**src/design/jlspg_pkg.sv**
```systemverilog
package jlspg_pkg;

  localparam logic OP_TICK = 1'b0;
  localparam logic OP_PUSH = 1'b1;

  localparam int CMD_DEPTH = 2;
  localparam int CMD_PTR_W = 1;

  typedef struct packed {
    logic        forward;
    logic [31:0] delay;
    logic [31:0] count;
    logic [63:0] jerk;
    logic [63:0] accel;
    logic [63:0] speed;
    logic [63:0] phase;
  } seg_t;

  typedef struct packed {
    logic push;
    seg_t seg;
  } cmd_t;

  typedef struct packed {
    logic        pulse;
    logic [31:0] position;
    logic        dir_level;
    logic        busy;
    logic        accepted;
  } res_t;

endpackage

```
**src/design/jlspg_front.sv**
```systemverilog
module jlspg_front (
  input  logic                clk,
  input  logic                rst,
  input  logic                push,
  output logic                full,
  input  logic                operation,
  input  logic signed [1:0]   seg_direction,
  input  logic        [31:0]  seg_start_delay,
  input  logic        [31:0]  seg_pulse_count,
  input  logic signed [63:0]  seg_jerk,
  input  logic signed [63:0]  seg_accel,
  input  logic        [63:0]  seg_speed,
  input  logic        [63:0]  seg_phase,
  output logic                cmd_valid,
  output jlspg_pkg::cmd_t     cmd,
  input  logic                cmd_take
);

  jlspg_pkg::cmd_t entries [jlspg_pkg::CMD_DEPTH];
  logic [jlspg_pkg::CMD_PTR_W-1:0] wr_ptr;
  logic [jlspg_pkg::CMD_PTR_W-1:0] rd_ptr;
  logic [jlspg_pkg::CMD_PTR_W:0]   cnt;
  jlspg_pkg::cmd_t                 in_cmd;
  logic                            wr_en;
  logic                            rd_en;

  // classify: sign bit clear counts as forward
  always_comb begin
    in_cmd.push          = (operation == jlspg_pkg::OP_PUSH);
    in_cmd.seg.forward   = ~seg_direction[1];
    in_cmd.seg.delay     = seg_start_delay;
    in_cmd.seg.count     = seg_pulse_count;
    in_cmd.seg.jerk      = seg_jerk;
    in_cmd.seg.accel     = seg_accel;
    in_cmd.seg.speed     = seg_speed;
    in_cmd.seg.phase     = seg_phase;
  end

  assign full      = (cnt == (jlspg_pkg::CMD_PTR_W + 1)'(jlspg_pkg::CMD_DEPTH));
  assign cmd_valid = (cnt != '0);
  assign cmd       = entries[rd_ptr];
  assign wr_en     = push && !full;
  assign rd_en     = cmd_take && cmd_valid;

  always_ff @(posedge clk) begin
    if (wr_en) begin
      entries[wr_ptr] <= in_cmd;
    end
  end

  always_ff @(posedge clk) begin
    if (rst) begin
      wr_ptr <= '0;
      rd_ptr <= '0;
      cnt    <= '0;
    end else begin
      if (wr_en) begin
        wr_ptr <= wr_ptr + 1'b1;
      end
      if (rd_en) begin
        rd_ptr <= rd_ptr + 1'b1;
      end
      case ({wr_en, rd_en})
        2'b10:   cnt <= cnt + 1'b1;
        2'b01:   cnt <= cnt - 1'b1;
        default: cnt <= cnt;
      endcase
    end
  end

endmodule

```
**config.mk**
```make
export PLATFORM = sky130hd
export DESIGN_NAME = jlspg_front
export DESIGN_NICKNAME = d
export VERILOG_FILES = /design/src/design/jlspg_pkg.sv /design/src/design/jlspg_front.sv
export SDC_FILE = /design/constraint.sdc
export NUM_CORES = 1
export LEC_CHECK = 0
export BUFFER_PORTS_ARGS = -buffer_cell sky130_fd_sc_hd__buf_2
export CORE_AREA = 2 2 251 253
export CTS_BUF_LIST = sky130_fd_sc_hd__clkbuf_4
export DETAILED_ROUTE_END_ITERATION = 16
export DIE_AREA = 0 0 253 255
export PLACE_DENSITY_LB_ADDON = 0.1
export SKIP_CTS_REPAIR_TIMING = 1
export SYNTH_ARGS = -nofsm -noshare
export SYNTH_HDL_FRONTEND = slang
export SYNTH_SLANG_ARGS = --single-unit
```
**constraint.sdc**
```tcl
create_clock -name clk -period 20.2 [get_ports clk]
set_input_delay 4.04 -clock clk [delete_from_list [all_inputs] [get_ports clk]]
set_output_delay 4.04 -clock clk [all_outputs]
set_load 0.05 [all_outputs]
```
==> run metrics <==
vias in the first global route=13500; maximum clock frequency=119 MHz; Die W=253 um; most crowded layer after global routing=met2; detailed-route wire length=58000 um; headroom to the max-slew limit=26.7%; total CTS buffers=174; fraction of the yosys area taken by sequential cells=82.5%; Synth Area per Inst=22.9 um^2; outcome=finished, final reports clean; endpoint of the worst-slack reg-to-reg timing path=entries[1][268]; half-perimeter wire length of the detailed placement result=38900 um; setup TNS=0 ps; Detailed Route Iter0 Violations=573; Worst VDD drop=0.0743 mV; Global Route met1 Usage=17.2%; Clock Sink Count=649; final period utilization=41.6%; area enclosed by the die boundary=64500 um^2; Final Setup Violations=0; number of antenna violations at the first check in global routing=30; number of nets still failing antenna checks after routing=0; part of the power in the clock network=24.7%; utilization after layout=47.7%; per-cell via count in the routed design=4.66; Clk Latency, worst-skew pair=940 ps; Max-Cap Viols=0; maximum number of pins on one net before global-route repair=150; Routed wire per std cell=21.2 um; cell types occupying the most area after synthesis=sky130_fd_sc_hd__edfxtp_1 (82%), sky130_fd_sc_hd__mux2_2 (15%), sky130_fd_sc_hd__buf_6 (1.5%), sky130_fd_sc_hd__dfxtp_1 (0.42%), sky130_fd_sc_hd__buf_2 (0.11%); Max clock buf depth=3; transition at the pin with the smallest max-transition slack=1100 ps; finished layout cell area=29700 um^2; synthesized netlist net count=1357; critical path required time=16160 ps; most frequent cell on the critical path=sky130_fd_sc_hd__buf_4; worst path buffer plus inverter count=3; top cell type's share of synthesized area=82.1%; worst hold path endpoint=wr_ptr; cell type with the largest total area after synthesis=sky130_fd_sc_hd__edfxtp_1; Critical Path, Cell by Cell=buf_4 -> buf_4 -> mux2_2 -> buf_2; yosys synthesis warning count=0; global-route total usage across every layer=17.4%; Synth Instances=1029; starting density of the core=37.9%; count of different cell masters after synthesis=19; most instantiated flip-flop cell in the synthesis netlist=sky130_fd_sc_hd__edfxtp_1; final estimated routing congestion in global placement=0.756; # nets final=2156; static leakage=11.2 nW; worst-path cell with the longest stage delay=sky130_fd_sc_hd__buf_4; PwrDens=152 nW/um^2; setup slack of the most critical reg-to-reg path=16320 ps; first drt pass iteration count=4; Seq cells post-synth=649; number of I/O pins=651; total count of hold-check failures in the final report=0; post-synth design cell area=23600 um^2; Post-synth ARST share=0%; CP max stage delay=890 ps; remaining routing DRC violations=0; kind of cell adding the most delay to the critical path=buffers and inverters; post-CTS clock slew at the launch and capture registers of the worst setup and hold paths=60 ps; RSZ-0062 raised after global routing=no; wire length of the first global-routing pass=81400 um; critical path class=reg2out; met3 routing resource usage after global routing=10.3%; area inside the core boundary=62200 um^2; relative contribution of combinational cells to total power=36.5%; buffer cell driving the clock tree root=sky130_fd_sc_hd__clkbuf_4; leading cell type by number of instances after synthesis=sky130_fd_sc_hd__edfxtp_1; number of enable flip-flop cells after synthesis=644; placed cell area=27500 um^2; y dimension of the die=255 um; Hold Path Origin=wr_ptr; global route overflow=0; number of H-tree levels=4; number of max-slew violations in the final report=0; Switching Share=39.7%; startpoint class of the critical path=register; total vias in the final route=12800; Synth-to-Final Area Change=25.9%; clock tree from TritonCTS=built; worst clock skew on the final layout=60.5 ps; critical path peak fanout=70; startpoint of the most critical register-to-register path=cnt[0]; fraction of layout instances using a drive strength above 1=64.9%; sort of element at the end of the critical path=output port; total number of placement rows=92; worst hold path depth=2; final period demand of the worst path=8410 ps; commonest cells in the netlist=sky130_fd_sc_hd__edfxtp_1 (644), sky130_fd_sc_hd__mux2_2 (322), sky130_fd_sc_hd__buf_6 (31), sky130_fd_sc_hd__buf_2 (5), sky130_fd_sc_hd__dfxtp_1 (5); final-layout worst hold slack=502 ps; sequential share of power=38.8%; WP data arrival=4370 ps; met2 track demand over resource in global routing=29.1%; r2r worst-path depth=4; port buffer count=649; internal power summed over all cells=2.72 mW; class of the worst hold path=reg2reg; net switching component of the power=1.79 mW
-- sequential cells by signal (all words and copies together) (netlist names), named ones only --
signal   flops
wr_ptr       1
rd_ptr       1
entries    644
cnt          2
-- worst register-to-register path, cell delays in order (launching register included) --
cell,delay [ps]
sky130_fd_sc_hd__dfxtp_1,400
sky130_fd_sc_hd__nand2b_2,180
sky130_fd_sc_hd__and3_4,840
sky130_fd_sc_hd__buf_4,1000
sky130_fd_sc_hd__buf_4,970
-- cell usage in the layout (no fill, tap or decap) --
| master | netlist | routed |
|---|---|---|
| sky130_fd_sc_hd__a21oi_1 | 2 | 2 |
| sky130_fd_sc_hd__and3_4 | 0 | 1 |
| sky130_fd_sc_hd__buf_12 | 0 | 1 |
| sky130_fd_sc_hd__buf_2 | 5 | 649 |
| sky130_fd_sc_hd__buf_4 | 0 | 9 |
| sky130_fd_sc_hd__bufinv_16 | 0 | 3 |
| sky130_fd_sc_hd__clkbuf_4 | 0 | 252 |
| sky130_fd_sc_hd__clkinv_1 | 0 | 14 |
| sky130_fd_sc_hd__clkinv_2 | 0 | 2 |
| sky130_fd_sc_hd__clkinv_4 | 0 | 2 |
| sky130_fd_sc_hd__clkinvlp_4 | 0 | 3 |
| sky130_fd_sc_hd__dfxtp_1 | 5 | 4 |
| sky130_fd_sc_hd__dfxtp_4 | 0 | 1 |
| sky130_fd_sc_hd__diode_2 | 0 | 10 |
| sky130_fd_sc_hd__edfxtp_1 | 644 | 644 |
| sky130_fd_sc_hd__ha_1 | 1 | 1 |
| sky130_fd_sc_hd__inv_1 | 3 | 2 |
| sky130_fd_sc_hd__inv_2 | 1 | 3 |
| sky130_fd_sc_hd__inv_6 | 0 | 2 |
| sky130_fd_sc_hd__inv_8 | 0 | 1 |
| sky130_fd_sc_hd__mux2_2 | 322 | 322 |
| sky130_fd_sc_hd__nand2_1 | 1 | 1 |
| sky130_fd_sc_hd__nand2b_2 | 1 | 1 |
| sky130_fd_sc_hd__nor2_1 | 3 | 3 |
| sky130_fd_sc_hd__o21a_1 | 1 | 1 |
| sky130_fd_sc_hd__o21ai_0 | 2 | 2 |
| sky130_fd_sc_hd__or2_2 | 1 | 1 |
| sky130_fd_sc_hd__or3_1 | 2 | 2 |
| sky130_fd_sc_hd__xnor2_1 | 2 | 2 |
| sky130_fd_sc_hd__xor2_1 | 1 | 1 |
-- routing by layer --
| layer | part of all wire [%] | vias up |
|---|---|---|
| met5 | 0.45 | - |
| met3 | 12 | 150 |
| met2 | 51 | 529 |
| li1 | - | 5835 |
| met1 | 34 | 6217 |
| met4 | 2.8 | 40 |
-- logic make-up (layout without fill, tap and decap cells) --
group                    Yosys count  count (layout)  synth area share, %
XOR/XNOR                           3               3                0.112
adder cells (fa/ha/maj)            1               1               0.0531
buffers and inverters             40             943                 1.65
other                              0              10                    0
AND/OR/NAND/NOR                    9               9                0.207
multiplexers                     322             322                 15.4
AO/OA/AOI/OAI                      5               5                0.117
flip-flops                       649             649                 82.5
-- layout make-up --
type / instances / area, um^2
Multi-Input combinational cell: 340 / 3750
Timing Repair Buffer: 659 / 3340
Antenna cell: 10 / 25.0
Clock inverter: 28 / 218
Fill cell: 5557 / 32500
Clock buffer: 252 / 1890
Tap cell: 799 / 1000
Sequential cell: 649 / 19400
Inverter: 4 / 22.5
-- power by group through the flow --
stage               registers, mW  clock network, mW  logic, mW
floorplan                    1.82                  0       1.31
CTS                          1.76               1.17       1.68
detailed placement           1.78                  0       1.67
finish                       1.75               1.11       1.65
global placement             1.78                  0       1.67
global route                 1.77               1.23       1.72
-- metrics by stage --
step           cells  setup slack [ps]  power (mW)
4_1_cts         2731             11470        4.60
3_3_place_gp    2451             12620        3.45
6_report        2741             11790        4.51
3_5_place_dp    2451             12620        3.45
5_1_grt         2738             11420        4.72
2_1_floorplan   1029              8060        3.13
-- worst max path at each step --
stage	startpoint	end	slack, ps	cells after the start
floorplan	push	entries[1][0]	8060	1
global placement	register	cmd[286]	12620	4
global route	register	cmd[181]	11420	4
finish	register	cmd[135]	11790	4
detailed placement	register	cmd[286]	12620	4
CTS	register	cmd[135]	11470	4
Power figures use the tool's default switching activity.
